--- src/sv/u8ld_pkg.sv ---
// shared types and constants for the utf-8 line decoder
package u8ld_pkg;

    localparam int BYTE_W   = 8;
    localparam int CP_W     = 21;
    localparam int CONT_W   = 6;
    localparam int PEND_W   = 2;
    localparam int TDATA_IN_W  = 8;
    localparam int TDATA_OUT_W = 24;

    localparam logic [BYTE_W-1:0] CR_BYTE = 8'd13;

    // lead nibble classes
    localparam logic [3:0] NIB_ASCII_LO = 4'h0;
    localparam logic [3:0] NIB_ASCII_HI = 4'h7;
    localparam logic [3:0] NIB_CONT_LO  = 4'h8;
    localparam logic [3:0] NIB_CONT_HI  = 4'hB;
    localparam logic [3:0] NIB_LEAD2_LO = 4'hC;
    localparam logic [3:0] NIB_LEAD2_HI = 4'hD;
    localparam logic [3:0] NIB_LEAD3    = 4'hE;
    localparam logic [3:0] NIB_LEAD4    = 4'hF;

    localparam logic [PEND_W-1:0] PEND_NONE = 2'd0;
    localparam logic [PEND_W-1:0] PEND_ONE  = 2'd1;
    localparam logic [PEND_W-1:0] PEND_TWO  = 2'd2;
    localparam logic [PEND_W-1:0] PEND_THREE = 2'd3;

    typedef struct packed {
        logic              line_start;
        logic [BYTE_W-1:0] data_byte;
    } in_item_t;

    typedef struct packed {
        logic            valid;
        logic [CP_W-1:0] code_point;
    } result_t;

endpackage

--- src/sv/u8ld_in_stage.sv ---
// input register stage of the utf-8 line decoder
module u8ld_in_stage
(
    input  logic               clk,
    input  logic               rst_n,
    input  logic               s_valid,
    output logic               s_ready,
    input  u8ld_pkg::in_item_t s_item,
    input  logic               advance,
    output logic               item_valid,
    output u8ld_pkg::in_item_t item
);
    import u8ld_pkg::*;

    logic     valid_reg;
    logic     valid_next;
    in_item_t item_reg;

    // the held item leaves whenever the decode stage advances
    assign s_ready    = !valid_reg || advance;
    assign valid_next = s_valid ? 1'b1 : (valid_reg && !advance);

    always_ff @(posedge clk or negedge rst_n)
    begin
        if (!rst_n)
        begin
            valid_reg <= 1'b0;
        end
        else if (s_ready)
        begin
            valid_reg <= valid_next;
        end
    end

    always_ff @(posedge clk)
    begin
        if (s_valid && s_ready)
        begin
            item_reg <= s_item;
        end
    end

    assign item_valid = valid_reg;
    assign item       = item_reg;

endmodule

--- src/sv/u8ld_core.sv ---
// decode state and single-pass byte decode
module u8ld_core
(
    input  logic               clk,
    input  logic               rst_n,
    input  logic               item_valid,
    input  u8ld_pkg::in_item_t item,
    input  logic               advance,
    output u8ld_pkg::result_t  result
);
    import u8ld_pkg::*;

    logic [PEND_W-1:0] pend_reg, pend_next;
    logic [CP_W-1:0]   acc_reg, acc_next;
    logic              disc_reg, disc_next;

    logic [PEND_W-1:0] pend_cur;
    logic [CP_W-1:0]   acc_cur;
    logic              disc_cur;
    logic [CP_W-1:0]   acc_shift;
    logic [PEND_W-1:0] pend_dec;
    logic [BYTE_W-1:0] b;
    logic              fire;

    assign fire = item_valid && advance;
    assign b    = item.data_byte;

    always_comb
    begin
        // a new line drops any open sequence and ends discarding
        pend_cur  = item.line_start ? PEND_NONE : pend_reg;
        acc_cur   = item.line_start ? '0 : acc_reg;
        disc_cur  = item.line_start ? 1'b0 : disc_reg;
        acc_shift = {acc_cur[CP_W-CONT_W-1:0], b[CONT_W-1:0]};
        pend_dec  = pend_cur - PEND_ONE;

        pend_next = pend_cur;
        acc_next  = acc_cur;
        disc_next = disc_cur;
        result    = '0;

        if (disc_cur)
        begin
            result.valid = 1'b0;
        end
        else if (pend_cur != PEND_NONE)
        begin
            pend_next = pend_dec;
            if (pend_dec == PEND_NONE)
            begin
                result.valid      = 1'b1;
                result.code_point = acc_shift;
                acc_next          = '0;
            end
            else
            begin
                acc_next = acc_shift;
            end
        end
        else
        begin
            unique case (b[7:4]) inside
                [NIB_ASCII_LO:NIB_ASCII_HI]:
                begin
                    if (b != CR_BYTE)
                    begin
                        result.valid      = 1'b1;
                        result.code_point = {{(CP_W-BYTE_W){1'b0}}, b};
                    end
                end
                [NIB_CONT_LO:NIB_CONT_HI]:
                begin
                    // stray continuation: drop the rest of the line
                    disc_next = 1'b1;
                    acc_next  = '0;
                end
                NIB_LEAD2_LO, NIB_LEAD2_HI:
                begin
                    acc_next  = {{(CP_W-5){1'b0}}, b[4:0]};
                    pend_next = PEND_ONE;
                end
                NIB_LEAD3:
                begin
                    acc_next  = {{(CP_W-4){1'b0}}, b[3:0]};
                    pend_next = PEND_TWO;
                end
                NIB_LEAD4:
                begin
                    acc_next  = {{(CP_W-3){1'b0}}, b[2:0]};
                    pend_next = PEND_THREE;
                end
                default:
                begin
                    disc_next = disc_cur;
                end
            endcase
        end

        if (!item_valid)
        begin
            result.valid = 1'b0;
        end
    end

    always_ff @(posedge clk or negedge rst_n)
    begin
        if (!rst_n)
        begin
            pend_reg <= PEND_NONE;
            acc_reg  <= '0;
            disc_reg <= 1'b0;
        end
        else if (fire)
        begin
            pend_reg <= pend_next;
            acc_reg  <= acc_next;
            disc_reg <= disc_next;
        end
    end

endmodule

--- src/sv/u8ld_out_stage.sv ---
// result register and output handshake
module u8ld_out_stage
(
    input  logic              clk,
    input  logic              rst_n,
    input  u8ld_pkg::result_t result,
    output logic              advance,
    output logic              m_valid,
    input  logic              m_ready,
    output logic [u8ld_pkg::CP_W-1:0] m_code_point
);
    import u8ld_pkg::*;

    logic            valid_reg;
    logic [CP_W-1:0] cp_reg;

    // register frees up when empty or when its transfer completes
    assign advance = !valid_reg || m_ready;

    always_ff @(posedge clk or negedge rst_n)
    begin
        if (!rst_n)
        begin
            valid_reg <= 1'b0;
        end
        else if (advance)
        begin
            valid_reg <= result.valid;
        end
    end

    always_ff @(posedge clk)
    begin
        if (advance && result.valid)
        begin
            cp_reg <= result.code_point;
        end
    end

    assign m_valid      = valid_reg;
    assign m_code_point = cp_reg;

endmodule

--- src/sv/utf8_line_decoder.sv ---
// top level of the utf-8 line decoder
// Decodes a stream of UTF-8 bytes, one per transfer, into code points. Each byte passes an
// input register, a combinational decode against the sequence state and a result register,
// so one byte is taken every cycle while the output is not stalled. ASCII bytes give a code
// point at once (carriage return is dropped), multi-byte sequences give one when their
// last byte arrives, and a stray continuation byte in lead position silences the rest
// of the line.
// s_tuser marks the first byte of a line, which also drops any unfinished sequence.
module utf8_line_decoder
(
    input  logic        clk,
    input  logic        rst_n,
    input  logic        s_tvalid,
    output logic        s_tready,
    input  logic [7:0]  s_tdata,  // [7:0] data_byte
    input  logic        s_tuser,  // [0] line_start
    output logic        m_tvalid,
    input  logic        m_tready,
    output logic [23:0] m_tdata   // [20:0] code_point, [23:21] zero
);
    import u8ld_pkg::*;

    in_item_t        s_item;
    in_item_t        item;
    logic            item_valid;
    logic            advance;
    result_t         result;
    logic [CP_W-1:0] code_point;

    assign s_item.data_byte  = s_tdata;
    assign s_item.line_start = s_tuser;

    u8ld_in_stage u_in
    (
        .clk        (clk),
        .rst_n      (rst_n),
        .s_valid    (s_tvalid),
        .s_ready    (s_tready),
        .s_item     (s_item),
        .advance    (advance),
        .item_valid (item_valid),
        .item       (item)
    );

    u8ld_core u_core
    (
        .clk        (clk),
        .rst_n      (rst_n),
        .item_valid (item_valid),
        .item       (item),
        .advance    (advance),
        .result     (result)
    );

    u8ld_out_stage u_out
    (
        .clk          (clk),
        .rst_n        (rst_n),
        .result       (result),
        .advance      (advance),
        .m_valid      (m_tvalid),
        .m_ready      (m_tready),
        .m_code_point (code_point)
    );

    assign m_tdata = {{(TDATA_OUT_W-CP_W){1'b0}}, code_point};

endmodule

--- config.mk ---
export PLATFORM = sky130hd
export DESIGN_NAME = utf8_line_decoder
export DESIGN_NICKNAME = d
export VERILOG_FILES = /design/src/sv/u8ld_pkg.sv /design/src/sv/u8ld_in_stage.sv /design/src/sv/u8ld_core.sv /design/src/sv/u8ld_out_stage.sv /design/src/sv/utf8_line_decoder.sv
export SDC_FILE = /design/constraint.sdc
export NUM_CORES = 1
export LEC_CHECK = 0
export BUFFER_PORTS_ARGS = -buffer_cell sky130_fd_sc_hd__buf_2
export CORE_MARGIN = 2
export CORE_UTILIZATION = 37
export DETAILED_ROUTE_END_ITERATION = 8
export HOLD_SLACK_MARGIN = 0.02
export PLACE_DENSITY = 0.54
export SYNTH_ARGS = -nofsm -noshare
export SYNTH_HDL_FRONTEND = slang
export SYNTH_SLANG_ARGS = --single-unit
--- constraint.sdc ---
create_clock -name clk -period 5.1 [get_ports clk]
set_clock_uncertainty 0.05 [all_clocks]
set_input_delay 0.765 -clock clk [delete_from_list [all_inputs] [get_ports clk]]
set_output_delay 0.765 -clock clk [all_outputs]
set_load 0.02 [all_outputs]
Word level (Yosys, flattened, before mapping):

Cells that the tools add are included.

* output and inout port bits: 26
* register bits after elaboration: 56
* bits in latches: 0
* memories: 0
* input port bits: 13
* bits in writable memories: 0
* memory bits (read-only): 0

* add/subtract/negate cells: 1
* bitwise operators: 0
* order comparisons: 4
* multiply operators: 0
* equality and inequality tests: 5
* muxes and demuxes: 20
* reductions and logical operators: 14
* shifts and indexed selects: 0
* divide/modulo/power cells: 0

Operators with widths (count)
* 22-bit 2-to-1 mux: 4
* 21-bit 2-to-1 mux: 4
* 21-bit one-hot mux with 4 select lines: 1
* 4-bit == test, second input constant: 4
* 8-bit by 4-bit != test with 1-bit output, second input constant: 1
* 1-bit 2-to-1 mux: 7
* 1-bit logical AND: 6
* 2-bit 2-to-1 mux: 3
* 2-bit one-hot mux with 3 select lines: 1
* 4-bit by 1-bit >= comparator with 1-bit output, second input constant: 1
* 4-bit >= comparator, second input constant: 1
* 4-bit by 3-bit <= comparator with 1-bit output, second input constant: 1
* 4-bit <= comparator, second input constant: 1
* 1-bit zero test: 3
* 2-bit zero test: 1
* 1-bit logical OR: 2
* 2-bit nonzero test: 1
* 2-bit OR reduction: 1
* 2-bit by 1-bit subtractor with 2-bit output, second input constant: 1

Logic depth before layout (Yosys ltp):

* depth after elaboration: 8
* mapped depth: 6
* gate-level depth less buffers: 4

By module:

From an unflattened synthesis, not the netlist that was laid out.

* cell total of the unflattened synthesis: 143
* area, all modules: 2104.5 µm²

Modules (own cells, without submodules)
* u8ld_core: cells each 101, instances 1, area an instance 1069.8 µm²
* u8ld_out_stage: cells each 25, instances 1, area an instance 684.4 µm²
* u8ld_in_stage: cells each 13, instances 1, area an instance 324.1 µm²
* utf8_line_decoder: cells each 4, instances 1, area an instance 26.3 µm²

Worst setup path before layout:

OpenSTA, ideal clock, no wires.

* path type: register to register
* from: register u_core.pend_reg[1]
* to: register u_out.cp_reg[0], in the netlist u_out.m_code_point[0] (enable)
* period minus slack after synthesis: 2.419 ns
* data required time: 4.651 ns
* stages on the path, launching flop included: 6
* path slack: 2.681 ns
* data arrival time: 1.970 ns
* setup time: 0.399 ns
* cells stage by stage: dfrtp_1 -> buf_6 -> o21ba_2 -> a211oi_2 -> a21oi_2 -> nor2_1

* cells in the longest elaborated chain, start to end: 8
* elaborated cells between the ends (all ways): 9

Ends and longest elaborated chain
* start, declared: line u8ld_core.sv:13 `logic [PEND_W-1:0] pend_reg, pend_next;`
* start signal, assigned: line u8ld_core.sv:115 `pend_reg <= pend_next;`
* 2-bit 2-to-1 mux *: line u8ld_core.sv:31 `pend_cur = item.line_start ? PEND_NONE : pend_reg;`
* 2-bit by 1-bit subtractor with 2-bit output: line u8ld_core.sv:35 `pend_dec = pend_cur - PEND_ONE;`
* 2-bit zero test: line u8ld_core.sv:49 `if (pend_dec == PEND_NONE)`
* 22-bit 2-to-1 mux: line u8ld_core.sv:49
* 22-bit 2-to-1 mux *: line u8ld_core.sv:46 `else if (pend_cur != PEND_NONE)`
* 1-bit 2-to-1 mux *: line u8ld_core.sv:42 `if (disc_cur)`
* 1-bit 2-to-1 mux *: line u8ld_core.sv:99 `if (!item_valid)`
* 1-bit logical AND *: line u8ld_out_stage.sv:34 `if (advance && result.valid)`
* end signal, assigned: line u8ld_out_stage.sv:36 `cp_reg <= result.code_point;`
* end, declared: line u8ld_out_stage.sv:15 `logic [CP_W-1:0] cp_reg;`

Mark *: on every way between the ends. The rest lies on a longest branch, timed or not.
A chain may end at the register's enable or synchronous reset.

Worst setup path after layout:

* from: register u_in.item_reg, in the netlist u_in.item[8]
* to: register u_out.cp_reg[10], in the netlist u_out.m_code_point[10] (enable)

* cells in the longest elaborated chain, start to end: 8
* elaborated cells between the ends (all ways): 10

Ends and longest elaborated chain
* start, declared: line u8ld_in_stage.sv:17 `in_item_t item_reg;`
* start signal, assigned: line u8ld_in_stage.sv:39 `item_reg <= s_item;`
* 2-bit 2-to-1 mux: line u8ld_core.sv:31
* 2-bit by 1-bit subtractor with 2-bit output: line u8ld_core.sv:35
* 2-bit zero test: line u8ld_core.sv:49
* 22-bit 2-to-1 mux: line u8ld_core.sv:49
* 22-bit 2-to-1 mux: line u8ld_core.sv:46
* 1-bit 2-to-1 mux *: line u8ld_core.sv:42
* 1-bit 2-to-1 mux *: line u8ld_core.sv:99
* 1-bit logical AND *: line u8ld_out_stage.sv:34

Marks and branches as above.

==> impl_metrics.env <==
export IMPL_outcome="complete, no violations"
export IMPL_synth_compound_area_share_pct=12.9
export IMPL_final_design_area_no_fill_um2=2400
export IMPL_cts_repair_resized=0
export IMPL_synth_top_area_share_pct=43.2
export IMPL_finalPower_mw=0.937
export IMPL_synthDominantAreaCellType="edfxtp_1"
export IMPL_synthAdderAreaFrac_pct=0
export IMPL_finalSetupTns_ns=0
export IMPL_numPlacedInstances=246
export IMPL_timing_setup_critical_path_class="reg -> reg"
export IMPL_number_of_enable_flip_flop_cells_after_synthesis=30
export IMPL_tritoncts_clock_tree="built"
export IMPL_timing_critical_path_cells="nand2b_2, nor3_4, a21oi_2, nor2_1, buf_4"
export IMPL_core_region_area_um2=5470
export IMPL_numCtsBuffers=5
export IMPL_synthSimpleGateAreaFrac_pct=16.2
export IMPL_max_cap_viol_count=0
export IMPL_drt_first_pass_iters=4
export IMPL_synth_yosys_seq_area_share_pct=67.1
export IMPL_route_vias_total=1243
export IMPL_filler_cell_count=513
export IMPL_gpl_final_weighted_congestion=0.820
export IMPL_final_period_utilization_pct=40.5
export IMPL_p_leak_nw=0.988
export IMPL_area_delta_synth_final_pct=14.9
export IMPL_placement_io_buffers=35
export IMPL_num_antenna_cells=0
export IMPL_total_power_density_per_cell_area_nw_per_um2=391
export IMPL_grt_first_pass_wirelength_um=6060
export IMPL_worst_endpoint_arrival_ns=1.99
export IMPL_floorplan_initialDensity_pct=38.1
export IMPL_post_route_min_period_ns=2.06
export IMPL_cts_htree_levels=2
export IMPL_synthesis_area_um2=2090
export IMPL_global_route_overflow_total=0
export IMPL_first_iter_violations=50
export IMPL_ios=39
export IMPL_clk_latency_ns=0.30
export IMPL_worst_setup_path_start_kind="register"
export IMPL_slew_violations=0
export IMPL_number_of_standard_cells_in_the_final_layout_excluding_fillers=254
export IMPL_detailed_place_hpwl_um=2500
export IMPL_synth_top_family_by_area="simple AND/OR/NAND/NOR gates"
export IMPL_ys_ff_latch=50
export IMPL_cts_post_setup_buffers_inserted=0
export IMPL_mean_instance_size_in_the_synthesized_netlist_um2=14.6
export IMPL_grt_antenna_before_repair=0
export IMPL_max_slew_margin_pct=66.3
export IMPL_biggest_area_contributors_in_the_synthesized_netlist="edfxtp_1, dfrtp_1, a22o_1, and2_1, buf_6"
export IMPL_synthCells=143
export IMPL_dpl_cell_area_um2=2300
export IMPL_rows=27
export IMPL_number_of_warnings_issued_by_yosys=0
export IMPL_worst_setup_hold_path_clk_slew_ns=0.09
export IMPL_finalHoldViolCount=0
export IMPL_layout_drive_gt1_share_pct=33.0
export IMPL_detail_route_antenna_nets=0
export IMPL_worst_slew_pin_transition_ns=0.504
export IMPL_cp_max_fo=21
export IMPL_grt_usage_pct=12.8
export IMPL_post_synth_num_cell_types=41
export IMPL_timing_critical_path_slowest_stage_cell="edfxtp_1"
export IMPL_post_synth_xor_area_fraction_pct=0
export IMPL_area_enclosed_by_the_die_boundary_um2=6260
export IMPL_highest_clock_frequency_the_design_can_meet_ghz=0.484
export IMPL_fp_dieW_um=79.1
export IMPL_cts_sink_count=50
export IMPL_pin_count_of_the_biggest_net_entering_global_routing=22
export IMPL_synthMuxAreaShare_pct=0
export IMPL_end_kind="register"
export IMPL_ratio_of_routed_vias_to_standard_cells=4.89
export IMPL_cp_required_ns=5.03
export IMPL_grt_pass1_vias=1246
export IMPL_fraction_of_synthesis_flops_using_an_asynchronous_set_or_reset_pin_pct=40.0
export IMPL_routed_wire_length_per_instance_um=13.8
export IMPL_floorplan_die_height_um=79.1
export IMPL_synth_cells_most_frequent="edfxtp_1, dfrtp_1, and2_1"
export IMPL_cts_hold_repair_buffers=0
export IMPL_drt_total_wl_um=3510
export IMPL_setup_viol=0
export IMPL_num_nets_final=194
export IMPL_rsz0062_at_grt="false"
export IMPL_largest_register_ffs=21
export IMPL_post_route_drc_count=0
export IMPL_hold_path_class="in -> async"
export IMPL_timing_critical_path_slowest_cell_delay_ns=0.51
export IMPL_cts_max_path_buffers=2
export IMPL_synthMostInstantiatedCell="edfxtp_1"
export IMPL_root_buffer="clkbuf_8"
export IMPL_irDropWorstVdd_uv=178
export IMPL_synth_top_flop_cell="edfxtp_1"
[power by group]
group / switching [mW] / total [mW] / internal, mW
clock: 0.126 / 0.235 / 0.109
sequential: 0.0446 / 0.529 / 0.484
combinational: 0.110 / 0.173 / 0.0625
total: 0.281 / 0.937 / 0.656
[area by class of cell]
type / instances / area (um^2) / area share (%)
Sequential cell: 50 / 1400 / 58.4
Tap cell: 72 / 90.1 / 3.76
Inverter: 3 / 11.3 / 0.469
Clock inverter: 2 / 12.5 / 0.522
Clock buffer: 6 / 82.6 / 3.44
Multi-Input combinational cell: 85 / 618 / 25.8
Timing Repair Buffer: 36 / 183 / 7.62
[metal layers]
metal | global-route usage (%) | part of all wire [%] | vias to the layer above
li1 | - | - | 599
met1 | 17.3 | 45 | 598
met2 | 19.7 | 48 | 41
met3 | 3.98 | 5.7 | 5
met4 | 4.14 | 0.94 | 0
met5 | 0 | 0 | -
[logic make-up after synthesis]
family / count (synthesis)
compound gates: 32
buf+inv: 10
flops: 50
other cells: 1
simple gates: 50
[through the flow]
step	utilization, %	setup slack, ns	hold slack, ns
floorplan	-	2.68	0.414
global placement	42.1	3.07	0.430
detailed placement	42.1	3.02	0.434
CTS	43.8	3.00	0.362
global route	43.8	2.80	0.376
finish	43.8	3.04	0.352
[worst max-delay path: cells and delay by family (launching register included)]
| family | cells | cell delay [ns] |
|---|---|---|
| AND/OR/NAND/NOR | 3 | 0.79 |
| flip-flops | 1 | 0.51 |
| buffers and inverters | 1 | 0.29 |
| AO/OA/AOI/OAI | 1 | 0.10 |
[cell usage in the layout (no fill, tap or decap), drive strengths merged, types with 4 or more instances in the layout]
master / count
clkbuf: 6
nand2: 6
edfxtp: 30
and2: 19
a21oi: 4
nor2: 7
a22o: 13
dfrtp: 20
buf: 36
nand2b: 4
[final timing paths]
check	cells past startpoint	to	slack, ns	from
max in group asynchronous	1	u_core.acc_reg[3]	4.32	rst_n
max	5	u_out.m_code_point[10]	3.04	u_in.item[8]
min	1	u_in.item_valid	0.35	rst_n
min reg2reg	1	u_core.acc_reg[11]	0.45	u_core.acc_reg[11]
max reg2reg	5	u_out.m_code_point[10]	3.04	u_in.item[8]
min in group clk	1	u_core.acc_reg[11]	0.45	u_core.acc_reg[11]
(Power assumes the default switching activity.)
